===== src/hw/rtl/assert_macros.svh =====
// Assertion helpers for the RTL files; fbpa_ctrl.sv is the one that includes them.
`ifndef ASSERT_MACROS_SVH
`define ASSERT_MACROS_SVH
`ifndef SYNTHESIS
`define FBPA_ASSERT(label, clk, rst, prop, msg) \
   label: assert property (@(posedge clk) disable iff (rst) prop) else $error(msg);
`define FBPA_ASSERT_ALWAYS(label, clk, prop, msg) \
   label: assert property (@(posedge clk) prop) else $error(msg);
`else
`define FBPA_ASSERT(label, clk, rst, prop, msg)
`define FBPA_ASSERT_ALWAYS(label, clk, prop, msg)
`endif
`endif


===== src/hw/rtl/fbpa_pkg.sv =====
`default_nettype none
package fbpa_pkg;

   localparam int unsigned MAX_BLOCKS_PER_CHUNK = 64;
   localparam int unsigned MAX_CHUNKS           = 16;

   localparam int unsigned OFFSET_W = $clog2(MAX_BLOCKS_PER_CHUNK);
   localparam int unsigned CHUNK_W  = $clog2(MAX_CHUNKS);
   localparam int unsigned HANDLE_W = OFFSET_W + CHUNK_W;
   localparam int unsigned BPC_W    = 7;
   localparam int unsigned LIMIT_W  = 5;
   localparam int unsigned COUNT_W  = 32;

   localparam logic [BPC_W-1:0]   BPC_RESET   = BPC_W'(MAX_BLOCKS_PER_CHUNK);
   localparam logic [LIMIT_W-1:0] LIMIT_RESET = LIMIT_W'(MAX_CHUNKS);

   typedef enum logic {
      OP_ALLOC = 1'b0,
      OP_FREE  = 1'b1
   } op_type;

   typedef enum logic [1:0] {
      SRC_STACK = 2'd0,
      SRC_CHUNK = 2'd1,
      SRC_NEW   = 2'd2,
      SRC_NONE  = 2'd3
   } source_type;

   typedef enum logic [1:0] {
      STS_OK       = 2'd0,
      STS_OOM      = 2'd1,
      STS_BAD_FREE = 2'd2
   } status_type;

   typedef enum logic {
      CSR_BLOCKS_PER_CHUNK = 1'b0,
      CSR_CHUNK_LIMIT      = 1'b1
   } csr_index_type;

   typedef enum logic {
      ST_IDLE = 1'b0,
      ST_EXEC = 1'b1
   } state_type;

   typedef struct packed {
      logic capture;   // item taken, link read issued
      logic execute;   // update pool state, produce result
   } ctl_cmd_type;

endpackage
`default_nettype wire


===== src/hw/rtl/fbpa_csr.sv =====
`default_nettype none
module fbpa_csr (
   input  wire logic                             clock,
   input  wire logic                             reset,
   input  wire logic                             csr_we,
   input  wire fbpa_pkg::csr_index_type          csr_index,
   input  wire logic [fbpa_pkg::BPC_W-1:0]       csr_wdata,
   output logic      [fbpa_pkg::BPC_W-1:0]       bpc_eff,
   output logic      [fbpa_pkg::LIMIT_W-1:0]     limit_eff
);

   logic [fbpa_pkg::BPC_W-1:0]   bpc_ff, bpc_in;
   logic [fbpa_pkg::LIMIT_W-1:0] limit_ff, limit_in;

   always_comb begin
      bpc_in   = bpc_ff;
      limit_in = limit_ff;
      if (csr_we) begin
         unique case (csr_index)
            fbpa_pkg::CSR_BLOCKS_PER_CHUNK: bpc_in   = csr_wdata;
            fbpa_pkg::CSR_CHUNK_LIMIT:      limit_in = csr_wdata[fbpa_pkg::LIMIT_W-1:0];
            default: ;
         endcase
      end
   end

   always_ff @(posedge clock) begin
      if (reset) begin
         bpc_ff   <= fbpa_pkg::BPC_RESET;
         limit_ff <= fbpa_pkg::LIMIT_RESET;
      end else begin
         bpc_ff   <= bpc_in;
         limit_ff <= limit_in;
      end
   end

   // saturate into the legal ranges
   always_comb begin
      priority if (bpc_ff == '0)
         bpc_eff = fbpa_pkg::BPC_W'(1);
      else if (bpc_ff > fbpa_pkg::BPC_RESET)
         bpc_eff = fbpa_pkg::BPC_RESET;
      else
         bpc_eff = bpc_ff;

      priority if (limit_ff == '0)
         limit_eff = fbpa_pkg::LIMIT_W'(1);
      else if (limit_ff > fbpa_pkg::LIMIT_RESET)
         limit_eff = fbpa_pkg::LIMIT_RESET;
      else
         limit_eff = limit_ff;
   end

endmodule
`default_nettype wire


===== config.mk =====
export PLATFORM = sky130hd
export DESIGN_NAME = fbpa_csr
export DESIGN_NICKNAME = d
export VERILOG_FILES = /design/src/hw/rtl/assert_macros.svh /design/src/hw/rtl/fbpa_pkg.sv /design/src/hw/rtl/fbpa_csr.sv
export SDC_FILE = /design/constraint.sdc
export NUM_CORES = 1
export LEC_CHECK = 0
export ABC_AREA = 1
export BUFFER_PORTS_ARGS = -buffer_cell sky130_fd_sc_hd__buf_2
export CAP_MARGIN = 0
export CORE_AREA = 3 3 40 42
export CTS_CLUSTER_DIAMETER = 60
export DETAILED_ROUTE_END_ITERATION = 10
export DIE_AREA = 0 0 43 45
export GPL_TIMING_DRIVEN = 0
export PLACE_DENSITY = 0.69
export SKIP_CTS_REPAIR_TIMING = 1
export SLEW_MARGIN = 20
export SYNTH_ARGS = -nofsm -noshare
export SYNTH_HDL_FRONTEND = slang
export SYNTH_SLANG_ARGS = --single-unit

===== constraint.sdc =====
create_clock -name clock -period 1.25 [get_ports clock]
set_clock_uncertainty 0.15 [all_clocks]
set_input_delay 0.25 -clock clock [delete_from_list [all_inputs] [get_ports clock]]
set_output_delay 0.25 -clock clock [all_outputs]
set_load 0.02 [all_outputs]

; Word level (Yosys, flattened, before mapping)
; Index checks and enable logic that the tools add are counted.
[totals]
regBits = 12
wordCells = 13
[classes]
order_cmp = 2
muxes = 4
bitwise_logic = 1
reduce_logical = 4
[op_table]
columns = cell, count
row1 = $mux W7, 2
row2 = $mux W5, 2
row3 = $gt A7 B7 Y1 const B, 1
row4 = $logic_not A7 Y1, 1
row5 = $gt A5 B5 Y1 const B, 1
row6 = $logic_not A5 Y1, 1
row7 = $reduce_and A2 Y1, 2
row8 = $not A1 Y1, 1

; Logic depth before layout (Yosys ltp)
[logic_depth]
word_depth = 3
depth_mapped = 5
depth_no_buf = 5

; Worst setup path before layout
; No wires, ideal clock.
[synth_path]
path_type = register -> output
start = register bpc_ff[0] (netlist name)
end = output bpc_eff[1] (netlist name)
path_slack_ps = -53
stages_incl_launch_ff = 6
arrival_time_ps = 903
required_ps = 850
n_path_buf = 0
path_cell_list = dfxtp_1 -> nor2_1 -> nand3_1 -> nand2_1 -> inv_1 -> nor2_1
[synth_between]
elab_chain_len = 3
word_cells_on_any_way = 4
classes_between = 1 x order compare / 2 x mux / 1 x reduce/logical
[synth_rtl]
columns = item, line
row1 = "start, declared", fbpa_csr.sv:12  ; logic [fbpa_pkg::BPC_W-1:0] bpc_ff, bpc_in;
row2 = "start signal, assigned", fbpa_csr.sv:29  ; bpc_ff <= fbpa_pkg::BPC_RESET;
row3 = "start signal, assigned", fbpa_csr.sv:32  ; bpc_ff <= bpc_in;
row4 = $gt A7 B7 Y1, fbpa_csr.sv:41  ; else if (bpc_ff > fbpa_pkg::BPC_RESET)
row5 = $mux W7, fbpa_csr.sv:41
row6 = $mux W7 (*), fbpa_csr.sv:39  ; priority if (bpc_ff == '0)
row7 = "end, declared", fbpa_csr.sv:8  ; output logic [fbpa_pkg::BPC_W-1:0] bpc_eff,
; Every way passes the cells marked *; elsewhere a longest branch is shown, timed or not.

; Worst setup path in the final report
[layout_path]
start = register bpc_ff[1] (netlist name)
end = output bpc_eff[3] (netlist name)
; Same word-level chain as after synthesis.

==> run_results.csv <==
group,metric,value,unit
sta,rsz0062_at_grt,"yes",
final_layout,drive_above_1_share,56.2,%
clock_network,clockBufferDepth,2,
synthesis,syn-num-nets,89,
flow_run,maxCapViolations,0,
power_and_ir_drop,cell_internal_pwr,679,uW
power_and_ir_drop,netSwitchingFraction,29.9,%
synthesis,ys_ff_latch,12,
critical_path,worstReg2RegEnd,"bpc_ff[6]$_SDFFE_PP1P_",
final_layout,final_cells,120,
critical_path,path_max_fanout,3,
clock_network,htreeDepth,1,
detailed_routing,first_iter_violations,18,
critical_path,critPathCaptureType,"output pin",
worst_hold_path,min_to,"bpc_ff[6]$_SDFFE_PP1P_",
detailed_routing,ant_nets,0,
die,row_count,13,
clock_network,root_buffer,"clkbuf_4",
grt,antenna_found_initial,0,
grt,overflow,0,
run_status,violations,"setup timing",
final_layout,area_growth,48.9,%
clock_network,insertion_delay,280,ps
die,ios,23,
placement,dp.cells,115,
detailed_routing,drc,0,
critical_path,start_kind,"register",
synthesis,yosysSeqAreaShare,42.7,%
grt,grt_first_pass_wirelength,2.04,mm
power_and_ir_drop,vdd_ir_drop_max,0.622,mV
synthesis,synth_top_area_share,42.7,%
placement,dpl_cell_area,692,sq um
synthesis,ys_top_cells_by_count,"inv_1, nor2_1, dfxtp_1",
die,core_area,1280,sq um
sta,slew_headroom,81.2,%
critical_path,cp.required,850,ps
sta,totalNegativeSetupSlack,-2410,ps
power_and_ir_drop,p_leak,0.000382,uW
critical_path,r2r_setup_slack,360,ps
detailed_routing,routed_wl,1.39,mm
critical_path,cpMaxStageDelayCell,"dfxtp_1",
clock_network,cts_buffers,3,
worst_hold_path,hold_path.class,"in -> reg",
critical_path,rr_worst_depth,3,
clock_network,clock_sinks,12,
sta,setup_violations,12,
synthesis,synth_cells,78,
power_and_ir_drop,p_comb_share,22.3,%
die,fp.dieW,43,um
power_and_ir_drop,clockPowerShare,33.1,%
sta,worst_pin_slew,281,ps
power_and_ir_drop,power_density,1160,nW/um^2
die,fp.dieH,45,um
synthesis,yosys-top-cells-area,"dfxtp_1, inv_1, nor2_1",
detailed_routing,vias,581,
power_and_ir_drop,power,968,uW
grt,grt_max_degree,11,
sta,clock.fmax,627,MHz
synthesis,synth_edf_count,0,
worst_hold_path,hp-start,"csr_wdata[6]",
placement,place.port_buffers,22,
critical_path,max_stage_delay,320,ps
run_status,status,"finished with violations",
sta,slew_violations,0,
synthesis,synthArstFlopShare,0,%
clock_network,cts_tree,"yes",
detailed_routing,routed_via_density,4.84,
grt,track_usage,14.6,%
die,dieArea,1940,sq um
synthesis,netlist_area,563,sq um
critical_path,crit_chain,"nor2_2, nand3_1, nand2_2, inv_2, nor2_1, buf_4",
critical_path,reg2reg_from,"bpc_ff[6]$_SDFFE_PP1P_",
grt,grt_pass1_vias,472,
placement,gp_congestion,0.713,
sta,hold_slack,12.4,ps
final_layout,fin_area,838,sq um
placement,post-dp-hpwl,981,um
critical_path,worstPathArrival,1190,ps
synthesis,synth_ff_type,"dfxtp_1",
synthesis,synth.largest_area_cell,"dfxtp_1",
final_layout,final_nets,117,
synthesis,ys_warn_count,0,
detailed_routing,wl_per_cell,11.5,um
synthesis,avgSynthCellArea,7.22,sq um
clock_network,clk_pin_slew_worst_paths,80,ps
die,start_util,43.8,%
final_layout,antennaDiodeCount,0,
sta,fin_crit_sh,128,%
sta,finalHoldViolCount,0,
synthesis,synth_cell_types,14,
sta,setup_slack,-345,ps
power_and_ir_drop,power_switching,290,uW
worst_hold_path,min_path_cells,3,
critical_path,path_class,"reg -> out",
detailed_routing,first_pass_iters,4,
critical_path,critPathLaunch,"bpc_ff[1]$_SDFFE_PP0P_",
power_and_ir_drop,p_seq_share,44.6,%
sta,min_period,1590,ps
[per-stage QoR]
| stage | setup slack (ps) | utilization (%) |
|---|---|---|
| after floorplan | -52.9 | - |
| after global placement | -90.6 | 53.8 |
| after detailed placement | -94.1 | 53.8 |
| after CTS | -408 | 56.7 |
| after global routing | -387 | 65.2 |
| final | -345 | 65.2 |
[power by group through the flow]
stage | Clock, uW | Sequential, uW | Combinational (uW)
global route | 341 | 436 | 238
finish | 320 | 432 | 216
detailed placement | 0 | 435 | 176
global placement | 0 | 434 | 173
floorplan | 0 | 430 | 121
CTS | 322 | 425 | 177
[metal layers]
metal  GRT usage [%]  vias to the layer above  wire length, um
met4            12.7                        0               58
met5               0                        -                0
met2            20.7                       15              655
li1                -                      302                -
met1            18.8                      260              608
met3            2.79                        4               62
[logic make-up (layout without fill, tap and decap cells)]
kind of cell | Yosys count | after routing | synth area share, %
flops | 12 | 12 | 42.7
buf+inv | 17 | 44 | 13.3
simple gates | 28 | 28 | 20.7
compound gates | 21 | 21 | 23.3
[registers in the layout (all words and copies together), names as in the netlist]
name and count:
limit_ff 5, bpc_ff 7
[layout make-up]
class | instances | area, sq um
repair buffers | 23 | 163
multi-input cells | 49 | 290
flip-flops and latches | 12 | 255
inverters | 13 | 48.8
plain buffers | 4 | 26.3
clock buffers | 4 | 36.3
well taps | 15 | 18.8
fillers | 118 | 447
[layout by cell type (no fill, tap or decap)]
cell type,netlist,final
a21oi_1,8,6
a21oi_2,3,5
buf_2,0,10
buf_4,1,10
buf_6,1,5
clkbuf_1,2,2
clkbuf_4,0,3
clkbuf_8,0,1
dfxtp_1,12,4
dfxtp_2,0,6
dfxtp_4,0,2
inv_1,13,10
inv_2,0,3
nand2_1,7,6
nand2_2,1,2
nand3_1,6,5
nand3_2,0,1
nor2_1,13,6
nor2_2,0,5
nor2_4,0,2
nor3_1,1,1
o21ai_0,6,6
o21ai_2,4,4
[critical path: cells and delay by family, from the launching register on]
| family | cells | cell delay, ps |
|---|---|---|
| buffers and inverters | 2 | 200 |
| AND/OR/NAND/NOR | 4 | 400 |
| flip-flops | 1 | 320 |
[worst max-delay path by stage]
stage | to | slack (ps) | cells after the start
2_1_floorplan | bpc_eff[1] | -50 | 5
3_3_place_gp | bpc_eff[3] | -90 | 6
3_5_place_dp | bpc_eff[3] | -90 | 6
4_1_cts | bpc_eff[3] | -410 | 6
5_1_grt | bpc_eff[5] | -390 | 6
6_report | bpc_eff[3] | -340 | 6
Power figures use the tool's default switching activity.
